$ cat src/hdl/sfla_pkg.sv
// Shared types and constants for the size-class free-list allocator.
// Used by the controller, the datapath and the top level; no dependencies.
`timescale 1ns / 1ps
`default_nettype none

package sfla_pkg;

    localparam int FIELD_CLASSES = 4;
    localparam int CLS_W         = 2;
    localparam int CNT_W         = 3;
    localparam int SIZE_W        = 12;
    localparam int CAP_W         = 9;
    localparam int ADDR_W        = 20;
    localparam int BYTE_W        = 26;
    localparam int BSUM_W        = 13;
    localparam int PROD_W        = SIZE_W + CAP_W;
    localparam int DIV_K_W       = 4;
    localparam int CFG_IDX_W     = 2;
    localparam int CFG_DATA_W    = 48;
    localparam int CTR_W         = 32;

    localparam logic [CNT_W-1:0]   COUNT_RESET = 3'd4;
    localparam logic [47:0]        SIZES_RESET = 48'd8797166895120;
    localparam logic [35:0]        CAPS_RESET  = 36'd8606744640;

    localparam logic [CFG_IDX_W-1:0] REG_COUNT = 2'd0;
    localparam logic [CFG_IDX_W-1:0] REG_SIZES = 2'd1;
    localparam logic [CFG_IDX_W-1:0] REG_CAPS  = 2'd2;

    localparam logic [1:0] OP_INIT  = 2'd0;
    localparam logic [1:0] OP_ALLOC = 2'd1;
    localparam logic [1:0] OP_FREE  = 2'd2;

    localparam logic [1:0] ST_OK      = 2'd0;
    localparam logic [1:0] ST_NOFIT   = 2'd1;
    localparam logic [1:0] ST_BADADDR = 2'd2;
    localparam logic [1:0] ST_LAYOUT  = 2'd3;

    typedef enum logic [10:0] {
        S_IDLE   = 11'b00000000001,
        S_SUM    = 11'b00000000010,
        S_LAY    = 11'b00000000100,
        S_FILL   = 11'b00000001000,
        S_ASCAN  = 11'b00000010000,
        S_APOP   = 11'b00000100000,
        S_AGRANT = 11'b00001000000,
        S_FSCAN  = 11'b00010000000,
        S_FDIV   = 11'b00100000000,
        S_FPUSH  = 11'b01000000000,
        S_DONE   = 11'b10000000000
    } state_t;

    typedef struct packed {
        logic start;
        logic sum_step;
        logic lay_begin;
        logic lay_class;
        logic fill_step;
        logic lay_next;
        logic lay_end;
        logic next_i;
        logic pick;
        logic miss;
        logic fail;
        logic pop;
        logic grant;
        logic div_step;
        logic push;
        logic out_load;
    } cmd_t;

    typedef struct packed {
        logic [1:0] op;
        logic       cfg_end;
        logic       live_end;
        logic       layout_ok;
        logic       a_hit;
        logic       f_hit;
        logic       fill_end;
        logic       div_end;
        logic       out_free;
    } stat_t;

endpackage

`default_nettype wire

$ cat src/hdl/sfla_ctrl.sv
// Sequencing state machine for init, allocate and free transactions.
// Depends on sfla_pkg; drives datapath commands from datapath status.
`timescale 1ns / 1ps
`default_nettype none

module sfla_ctrl (
    input  wire logic           clk,
    input  wire logic           rst_n,
    input  wire logic           in_valid,
    output logic                in_stall,
    input  wire sfla_pkg::stat_t st,
    output sfla_pkg::cmd_t      cmd
);

    sfla_pkg::state_t state_reg;
    sfla_pkg::state_t state_next;

    always_ff @(posedge clk or negedge rst_n)
    begin
        if (!rst_n)
        begin
            state_reg <= sfla_pkg::S_IDLE;
        end
        else
        begin
            state_reg <= state_next;
        end
    end

    assign in_stall = (state_reg != sfla_pkg::S_IDLE);

    always_comb
    begin
        cmd        = '0;
        state_next = state_reg;
        unique case (state_reg)
            sfla_pkg::S_IDLE:
            begin
                if (in_valid)
                begin
                    cmd.start = 1'b1;
                    unique case (st.op)
                        sfla_pkg::OP_INIT:  state_next = sfla_pkg::S_SUM;
                        sfla_pkg::OP_ALLOC: state_next = sfla_pkg::S_ASCAN;
                        sfla_pkg::OP_FREE:  state_next = sfla_pkg::S_FSCAN;
                        default:            state_next = sfla_pkg::S_DONE;
                    endcase
                end
            end
            sfla_pkg::S_SUM:
            begin
                if (!st.cfg_end)
                begin
                    cmd.sum_step = 1'b1;
                end
                else if (st.layout_ok)
                begin
                    cmd.lay_begin = 1'b1;
                    state_next    = sfla_pkg::S_LAY;
                end
                else
                begin
                    cmd.fail   = 1'b1;
                    state_next = sfla_pkg::S_DONE;
                end
            end
            sfla_pkg::S_LAY:
            begin
                if (st.cfg_end)
                begin
                    cmd.lay_end = 1'b1;
                    state_next  = sfla_pkg::S_DONE;
                end
                else
                begin
                    cmd.lay_class = 1'b1;
                    state_next    = sfla_pkg::S_FILL;
                end
            end
            sfla_pkg::S_FILL:
            begin
                if (st.fill_end)
                begin
                    cmd.lay_next = 1'b1;
                    state_next   = sfla_pkg::S_LAY;
                end
                else
                begin
                    cmd.fill_step = 1'b1;
                end
            end
            sfla_pkg::S_ASCAN:
            begin
                priority if (st.live_end)
                begin
                    cmd.miss   = 1'b1;
                    state_next = sfla_pkg::S_DONE;
                end
                else if (st.a_hit)
                begin
                    cmd.pick   = 1'b1;
                    state_next = sfla_pkg::S_APOP;
                end
                else
                begin
                    cmd.next_i = 1'b1;
                end
            end
            sfla_pkg::S_APOP:
            begin
                cmd.pop    = 1'b1;
                state_next = sfla_pkg::S_AGRANT;
            end
            sfla_pkg::S_AGRANT:
            begin
                cmd.grant  = 1'b1;
                state_next = sfla_pkg::S_DONE;
            end
            sfla_pkg::S_FSCAN:
            begin
                priority if (st.live_end)
                begin
                    cmd.miss   = 1'b1;
                    state_next = sfla_pkg::S_DONE;
                end
                else if (st.f_hit)
                begin
                    cmd.pick   = 1'b1;
                    state_next = sfla_pkg::S_FDIV;
                end
                else
                begin
                    cmd.next_i = 1'b1;
                end
            end
            sfla_pkg::S_FDIV:
            begin
                cmd.div_step = 1'b1;
                if (st.div_end)
                begin
                    state_next = sfla_pkg::S_FPUSH;
                end
            end
            sfla_pkg::S_FPUSH:
            begin
                cmd.push   = 1'b1;
                state_next = sfla_pkg::S_DONE;
            end
            sfla_pkg::S_DONE:
            begin
                if (st.out_free)
                begin
                    cmd.out_load = 1'b1;
                    state_next   = sfla_pkg::S_IDLE;
                end
            end
            default:
            begin
                state_next = sfla_pkg::S_IDLE;
            end
        endcase
    end

endmodule

`default_nettype wire

$ cat config.mk
export PLATFORM = sky130hd
export DESIGN_NAME = sfla_ctrl
export DESIGN_NICKNAME = d
export VERILOG_FILES = /design/src/hdl/sfla_pkg.sv /design/src/hdl/sfla_ctrl.sv
export SDC_FILE = /design/constraint.sdc
export NUM_CORES = 1
export LEC_CHECK = 0
export BUFFER_PORTS_ARGS = -buffer_cell sky130_fd_sc_hd__buf_2
export CORE_UTILIZATION = 35
export DETAILED_ROUTE_END_ITERATION = 7
export RECOVER_POWER = 25
export SLEW_MARGIN = 25
export SYNTH_ARGS = -nofsm -noshare
export SYNTH_HDL_FRONTEND = slang
export SYNTH_SLANG_ARGS = --single-unit
$ cat constraint.sdc
create_clock -name clk -period 1.9 [get_ports clk]
set_input_delay 0.285 -clock clk [delete_from_list [all_inputs] [get_ports clk]]
set_output_delay 0.285 -clock clk [all_outputs]
set_load 0.02 [all_outputs]
==> flow_summary.ini, run 1 <==
[finish]
drive_above_1_share_pct = 60.34
fin_nets = 193
largest_reg_flops = 11
stdcell_area_um2 = 1675
antennaDiodeCount = 0
areaGrowthSynthToFinish_pct = 80.46
instances_no_fill = 209
nFillCells = 203

[worst_setup_path]
critPathCaptureType = primary output
crit_family = simple AND/OR/NAND/NOR gates
cp_slowest_cell = or4_4
crit_fanout = 2
cp_data_required_time_ns = 1.62
critPathMaxStageDelay_ns = 0.54
cp_num_buf_inv = 1
path_cells = or4_4 > or4_4 > nor4b_4 > buf_4
worstSetupPathType = reg2out
cpMostUsedCell = or4_4
startpoint_type = flop
cp.arrival_ns = 2.10

[detailed_routing]
drc = 0
drt-wirelength-per-cell_um = 16.40
drtIter0Drc = 19
ant_nets = 0
drtPass1Iterations = 4
routed_wl_mm = 3.428
num_vias = 1163
vias_per_cell = 5.565

[clock_network]
root_buffer = clkbuf_4
insertion_delay_ns = 0.28
cts_tree = built
clockBufferDepth = 2
cts.sinks = 11
path_clk_slew_ns = 0.08
htreeDepth = 1
cts_buffers = 3

[placed_design]
dpl_cell_area_um2 = 1326
hpwl_mm = 2.338
gp_congestion = 0.8881
io_buffers = 29
dp.cells = 192

[timing]
drv_slew = 0
rsz0062_at_grt = yes
min_period_over_period_pct = 125.6
clock-skew-final_ns = 0.004779
fmax_mhz = 418.9
finalCriticalPeriod_ns = 2.387
max_slew_margin_pct = 52.83
hold_viol = 0
finalSetupViolCount = 23
worst_pin_slew_ns = 0.7075
layout_setup_ws_ns = -0.4871

[worst_hold_path]
min-delay-path-class = in2reg

[floorplanning]
rows = 18
die_area_um2 = 2862
ios = 30
design.core.area_um2 = 2500
die_y_um = 53.50
initial_core_util_pct = 37.14
fp.dieW_um = 53.50

[synth]
mappedNetlistArea_um2 = 928.4
postSynthAreaPerCell_um2 = 8.216
synth_ff_type = dfrtp_1
synthTopCellsByCount = nor2_1 (14), dfrtp_1 (10), nand2_1 (8), nor3_1 (6)
synth_cell_types = 42
synth_top_cell_by_area = dfrtp_1
yosysWarningCount = 0
synth_area_leaders = dfrtp_1 (27%), nor2_1 (5.7%), and4b_1 (3.2%), nor3_1 (3.2%), nand2_1 (3.2%)
ys_ff_latch = 11
synth-async-reset-ratio_pct = 100.0
syn-num-nets = 126
synth_cells = 113
synth_edf_count = 0
synth_top_area_share_pct = 26.95
yosysMostFrequentCell = nor2_1
ys_seq_area_share_pct = 29.78

[power_and_ir_drop]
ir_worst_vdd_mv = 0.7929
p_leak_nw = 0.7914
p_per_area_nw_per_um2 = 1177

[global_route]
gr-total-overflow = 0
grt_use_total_pct = 26.10
grt_pass1_wl_mm = 5.223
grt_pass1_vias = 1065
antenna_found_initial = 0
grt_max_degree = 12

[run_status]
status = finished, violations left
violations = negative setup slack

[run]
maxCapViolations = 0
[layer usage]
metal,track usage (%),wire length [um],vias to the layer above
li1,-,-,556
met1,30.58,1419,569
met2,45.63,1806,32
met3,6.609,144,6
met4,8.772,57,0
met5,0,0,-
[path summary, 6_finish.rpt]
| check | to | slack (ns) | depth (start not counted) | from |
|---|---|---|---|---|
| max in group asynchronous | state_reg[1] | 0.85 | 2 | rst_n |
| setup / recovery | cmd[12] | -0.49 | 4 | state_reg[5] |
| min in group asynchronous | state_reg[3] | 0.56 | 2 | rst_n |
| setup reg to reg | state_reg[10] | -0.20 | 8 | state_reg[2] |
| hold reg to reg | state_reg[0] | 0.63 | 2 | state_reg[0] |
| hold / removal | state_reg[8] | 0.19 | 2 | st[1] |
[final cells by class]
class / instances / area, um^2 / area share, %
Tap cell: 30 / 37.54 / 2.240
Multi-Input combinational cell: 90 / 780.7 / 46.60
Inverter: 4 / 15.01 / 0.8962
Clock buffer: 4 / 26.28 / 1.568
Sequential cell: 11 / 280.3 / 16.73
Timing Repair Buffer: 70 / 535.5 / 31.96
[kinds of logic (layout without fill, tap and decap cells)]
group / count (synthesis) / in the layout / synth area share [%]
buffers and inverters: 12 / 78 / 5.930
XOR/XNOR: 3 / 3 / 2.831
AO/OA/AOI/OAI: 17 / 17 / 12.53
multiplexers: 1 / 1 / 1.213
flip-flops: 11 / 11 / 29.78
AND/OR/NAND/NOR: 69 / 69 / 47.71
[cells in the final DEF, fill, tap and decap left out, drive strengths merged]
master,n
nor3b,1
and4,3
nand2b,2
nor4b,1
nor2b,1
o22ai,2
o32ai,1
nand4,2
dfstp,1
nand2,8
and3,4
o21ai,5
mux2,1
nor2,14
o221ai,1
and4b,3
a311o,1
nand3b,4
a41oi,1
a211oi,1
or2,1
buf,68
dfrtp,10
or3b,2
a21oi,2
nand3,4
o31ai,1
o211ai,1
nor3,7
or4,3
or3,3
xor2,3
inv,4
dlygate4sd3,1
nor4,5
o2bb2ai,1
or4b,1
clkbuf,5
[power by group]
part           switching [mW]  total [mW]  internal, mW  leakage [nW]
Clock                  0.0926       0.174        0.0814        0.0150
Sequential             0.0683       0.355         0.287         0.144
Combinational           0.722        1.44         0.722         0.633
Total                   0.883        1.97          1.09         0.791
[timing repair]
item | CTS | global route
buffers inserted | 11 | 3
setup endpoints to repair | 24 | 25
pin swaps | 12 | 4
hold buffers | 1 | 0
hold endpoints to repair | 10 | 0
resized for setup | 48 | 13
[per-stage QoR]
step | worst slack [ns] | total power [mW] | hold slack, ns | setup TNS [ns] | util, %
finish | -0.4871 | 1.973 | 0.1897 | -4.584 | 67.02
global route | -0.5453 | 2.101 | 0.1838 | -6.670 | 67.02
CTS | -0.4998 | 1.855 | 0.1772 | -4.245 | 64.26
detailed placement | -0.2053 | 1.417 | 0.1821 | -1.530 | 53.05
global placement | -0.1792 | 1.398 | 0.1704 | -1.326 | 53.05
floorplan | -0.2332 | 0.9519 | -0.01059 | -0.6961 | -
Note: power is estimated with default switching activity, not from simulation.
==> inputs of run 2 (changes only) <==
CORE_UTILIZATION = 45   (was 35)
PLACE_DENSITY = 0.75   (was default)
==> run 2 against run 1 <==
Against the previous run:
- the run still ends with negative setup slack left
- cell count grew 3.3%
- die area shrank 21%
- setup slack lost 0.078 ns
- clock skew shrank 0.0020 ns
- utilization grew 30 points
- power grew 27%
- flip-flop and latch count is the same
- clock power grew 11%
- hold slack lost 0.0068 ns
- critical path depth is the same
- critical endpoint unchanged
==> flow_summary.ini, run 2 (synthesis results as in run 1) <==
[timing]
layout_setup_ws_ns = -0.5647
worst_pin_slew_ns = 0.6939
rsz0062_at_grt = yes
fmax_mhz = 405.7
hold_viol = 0
clock-skew-final_ns = 0.002738
min_period_over_period_pct = 129.7
max_slew_margin_pct = 53.74
drv_slew = 0
finalCriticalPeriod_ns = 2.465
finalSetupViolCount = 25

[finish]
final_common_cell = buf_4
fin_nets = 203
areaGrowthSynthToFinish_pct = 103.5
largest_reg_flops = 11
drive_above_1_share_pct = 68.25
antennaDiodeCount = 0
fin_util_pct = 97.29
layout_common_cells = buf_4 (41), buf_6 (24), buf_2 (11)

[run_status]
status = finished, violations left
violations = negative setup slack

[worst_setup_path]
cp_num_buf_inv = 1
cpMostUsedCell = or4_4
path_cells = or4_4 > or4_4 > nor4b_4 > buf_4
cp_slowest_cell = or4_4
worstSetupPathType = reg2out
cp.arrival_ns = 2.18
crit_fanout = 2
critPathCaptureType = primary output
cp_data_required_time_ns = 1.62
critPathMaxStageDelay_ns = 0.56
startpoint_type = flop
crit_family = simple AND/OR/NAND/NOR gates

[clock_network]
cts.sinks = 11
path_clk_slew_ns = 0.10
cts_buffers = 3
clockBufferDepth = 2
htreeDepth = 1
root_buffer = clkbuf_4
insertion_delay_ns = 0.29
cts_tree = built

[power_and_ir_drop]
ir_worst_vdd_mv = 1.044
p_leak_nw = 0.8707
totalPowerFinal_mw = 2.511
p_per_area_nw_per_um2 = 1329

[floorplanning]
fp.dieW_um = 47.42
die_y_um = 47.42
design.core.area_um2 = 1942
ios = 30
die_area_um2 = 2249
rows = 16
initial_core_util_pct = 47.81

[global_route]
grt_pass1_vias = 1294
grt_pass1_wl_mm = 5.927
grt_use_total_pct = 38.73
grt_max_degree = 12
antenna_found_initial = 0
gr-total-overflow = 0

[detailed_routing]
num_vias = 1470
drtIter0Drc = 124
vias_per_cell = 6.806
drt-wirelength-per-cell_um = 24.67
drtPass1Iterations = 5
drc = 0
ant_nets = 0
routed_wl_mm = 5.329

[run]
maxCapViolations = 0

[placed_design]
hpwl_mm = 2.242
gp_congestion = 0.8859
io_buffers = 29

[worst_hold_path]
min-delay-path-class = in2reg
## run 2: worst reg2reg max path, cell delays in order, from the launching register on
cell     delay [ns]
dfrtp_1        0.42
buf_12         0.14
buf_6          0.14
nor4_4         0.22
nand3_2        0.20
nor2_2         0.18
buf_4          0.12
buf_4          0.09
buf_4          0.09
buf_4          0.10
buf_4          0.09
buf_4          0.09
buf_4          0.09
nand3_1        0.08
o22ai_2        0.19
## run 2: report_power, final
part / switching, mW / leakage [nW] / total, mW / internal, mW
clock: 0.112 / 0.0150 / 0.194 / 0.0816
sequential: 0.0898 / 0.145 / 0.376 / 0.287
combinational: 0.963 / 0.710 / 1.94 / 0.977
## run 2: layout make-up
type / count / area [um^2]
flip-flops and latches: 11 / 279.0
fillers: 33 / 52.55
inverters: 4 / 20.02
repair buffers: 80 / 681.9
clock buffers: 4 / 26.28
well taps: 27 / 33.78
multi-input cells: 90 / 848.3
## run 2: path summary, 6_finish.rpt
| check | from | end | slack [ns] | cells after the start |
|---|---|---|---|---|
| worst min-delay path | st[1] | state_reg[8] | 0.18 | 2 |
| max in group asynchronous | rst_n | state_reg[2] | 0.86 | 2 |
| worst max-delay path | state_reg[5] | cmd[12] | -0.56 | 4 |
| worst min register to register | state_reg[10] | state_reg[10] | 0.67 | 1 |
| min in group asynchronous | rst_n | state_reg[1] | 0.57 | 2 |
| worst max register to register | state_reg[3] | state_reg[4] | -0.41 | 14 |
## run 2: timing repair
item                       4_1_cts  5_1_grt
setup endpoints to repair       25       26
resized for setup               62       31
pin swaps                       22       11
buffers inserted                18       14
hold endpoints to repair        10        0
hold buffers                     1        0
## run 2: metal layers
metal	global-route usage [%]	vias up	routed length [um]
met2	66.85	167	2471
met3	10.57	59	617
met4	26.86	0	449
li1	-	579	-
met5	0	-	0
met1	40.65	665	1791
## run 2: metrics by stage
stage | TNS, ns | worst slack, ns | hold WS (ns) | cells | area (um^2)
global placement | -1.423 | -0.2069 | 0.1679 | 185 | 1305
CTS | -5.252 | -0.5183 | 0.2230 | 208 | 1705
global route | -9.784 | -0.6421 | 0.1652 | 216 | 1889
detailed placement | -1.840 | -0.2307 | 0.1723 | 185 | 1305
floorplan | -0.6961 | -0.2332 | -0.01059 | 113 | 974.7
finish | -8.387 | -0.5647 | 0.1829 | 216 | 1889
==> inputs of run 3 (changes only) <==
CORE_ASPECT_RATIO = 1.75   (was default)
CORE_UTILIZATION = 40   (was 45)
CTS_CLUSTER_DIAMETER = 50   (was default)
PLACE_DENSITY = 0.68   (was 0.75)
==> run 3 against run 2 <==
Against the previous run:
- the run still ends with negative setup slack left
- utilization is 11 points lower
- critical path depth stayed put
- non-clock buffer count is 1 lower
- sequential share of layout area is 0.37 points higher
- die area is 12% higher
- combinational power is 5% lower
- routed wire length is 19% lower
- maximum frequency is 2.1% higher
- sequential power is 2% lower
- flip-flop and latch count stayed put
- critical path type unchanged
==> flow_summary.ini, run 3 (synthesis results as in run 1) <==
[worst_setup_path]
crit_family = simple AND/OR/NAND/NOR gates
path_cells = or4_4 > or4_4 > nor4b_4 > buf_4
critPathCaptureType = primary output
cp.arrival_ns = 2.13
cp_num_buf_inv = 1
crit_fanout = 2
cp_slowest_cell = or4_4
startpoint_type = flop
r2r-start = state_reg[5]
r2r_cells = 11
worstSetupStartpoint = state_reg[5]
worstSetupPathDepth = 4
critPathMaxStageDelay_ns = 0.54
worstSetupPathType = reg2out
cpMostUsedCell = or4_4
cp_data_required_time_ns = 1.62

[power_and_ir_drop]
seqPwrFrac_pct = 15.4
switchingPower_mw = 1.057
pwr-share-comb_pct = 77.3
clock_power_share_pct = 7.2
p_int_mw = 1.332
p_leak_nw = 0.8500
ir_worst_vdd_mv = 0.8483
p_per_area_nw_per_um2 = 1290
switching_share_pct = 44.26

[run_status]
status = finished, violations left
violations = negative setup slack

[detailed_routing]
num_vias = 1296
drc = 0
routed_wl_mm = 4.316
drtPass1Iterations = 4
ant_nets = 0
drtIter0Drc = 55
vias_per_cell = 6.113
drt-wirelength-per-cell_um = 20.36

[finish]
fin_util_pct = 86.25
final_common_cell = buf_4
areaGrowthSynthToFinish_pct = 99.46
antennaDiodeCount = 0
largest_reg_flops = 11
fin_nets = 202
drive_above_1_share_pct = 67.02
layout_common_cells = buf_4 (44), buf_6 (22), buf_2 (11)
nFillCells = 117
instances_no_fill = 212

[clock_network]
path_clk_slew_ns = 0.08
htreeDepth = 1
cts_buffers = 3
cts.sinks = 11
cts_tree = built
clockBufferDepth = 2
insertion_delay_ns = 0.28
root_buffer = clkbuf_4

[timing]
finalSetupViolCount = 23
min_period_over_period_pct = 127.1
clock-skew-final_ns = 0.006684
finalCriticalPeriod_ns = 2.414
fmax_mhz = 414.2
hold_viol = 0
max_slew_margin_pct = 54.63
rsz0062_at_grt = yes
finalSetupTns_ns = -6.685
drv_slew = 0
worst_pin_slew_ns = 0.6805
layout_setup_ws_ns = -0.5140

[floorplanning]
die_y_um = 65.73
die_area_um2 = 2525
fp.dieW_um = 38.42
design.core.area_um2 = 2147
rows = 22
initial_core_util_pct = 43.24
ios = 30

[placed_design]
dp.cells = 187
gp_congestion = 0.8424
io_buffers = 29
hpwl_mm = 2.274
post-place-ws_ns = -0.2036

[global_route]
grt_pass1_vias = 1178
gr-total-overflow = 0
antenna_found_initial = 0
grt_use_total_pct = 30.43
grt_max_degree = 12
grt_pass1_wl_mm = 5.382

[run]
maxCapViolations = 0

[worst_hold_path]
min-delay-path-class = in2reg
min_path_cells = 2
worstHoldStart = st[1]
run 3: cell count changes in the layout (fill, tap and decap cells not counted), moves of 2 or more:
cell | before | now
nor2_4 | 5 | 7
nor3_2 | 2 | 0
o22ai_2 | 2 | 0
buf_6 | 24 | 22
o22ai_1 | 0 | 2
o21ai_0 | 3 | 5
buf_4 | 41 | 44
nor2_2 | 2 | 0
run 3: per-layer routing:
metal / up-vias / track usage (%) / routed length (um)
met2: 55 / 54.45 / 2378
met4: 0 / 21.55 / 265
met3: 24 / 3.716 / 150
li1: 578 / - / -
met5: - / 0 / 0
met1: 639 / 29.83 / 1522
run 3: final cells by class:
cell class | count | area, um^2 | area share [%]
clock buffers | 4 | 26.28 | 1.419
inverters | 4 | 17.52 | 0.9459
multi-input cells | 90 | 850.8 | 45.95
flip-flops and latches | 11 | 280.3 | 15.14
well taps | 24 | 30.03 | 1.622
repair buffers | 79 | 646.9 | 34.93
run 3: stage by stage:
step | hold WS, ns | power (mW) | instance area, um^2
after floorplan | -0.01059 | 0.9519 | 974.7
after global placement | 0.1744 | 1.376 | 1326
after detailed placement | 0.1746 | 1.394 | 1326
after CTS | 0.2121 | 2.037 | 1718
after global routing | 0.2081 | 2.495 | 1852
final | 0.2131 | 2.389 | 1852
run 3: worst paths after layout:
| path | end | slack [ns] |
|---|---|---|
| worst min register to register | state_reg[10] | 0.64 |
| worst max register to register | state_reg[1] | -0.40 |
| min in group asynchronous | state_reg[6] | 0.55 |
| worst min-delay path | state_reg[8] | 0.21 |
| worst max-delay path | cmd[12] | -0.51 |
| max in group asynchronous | state_reg[1] | 0.87 |
run 3: repair_timing:
item | 4_1_cts | 5_1_grt
pin swaps | 18 | 14
resized for setup | 67 | 21
buffers inserted | 13 | 12
endpoints found under the setup margin | 21 | 24
hold endpoints to repair | 10 | 0
hold buffers | 1 | 0
run 3: power groups by stage:
stage                     logic [mW]  clock network, mW  registers (mW)
after floorplan                0.650                  0           0.302
after global placement          1.03                  0           0.350
after detailed placement        1.04                  0           0.351
after CTS                       1.51              0.170           0.360
after global routing            1.94              0.187           0.370
final                           1.85              0.173           0.369
run 3: worst reg2reg max path: cells and delay by family, from the launching register on:
| kind | cells | cell delay, ns |
|---|---|---|
| and+or+nand+nor | 3 | 0.84 |
| buffers and inverters | 6 | 0.73 |
| DFF | 1 | 0.39 |
| AOI/OAI and AO/OA | 2 | 0.21 |
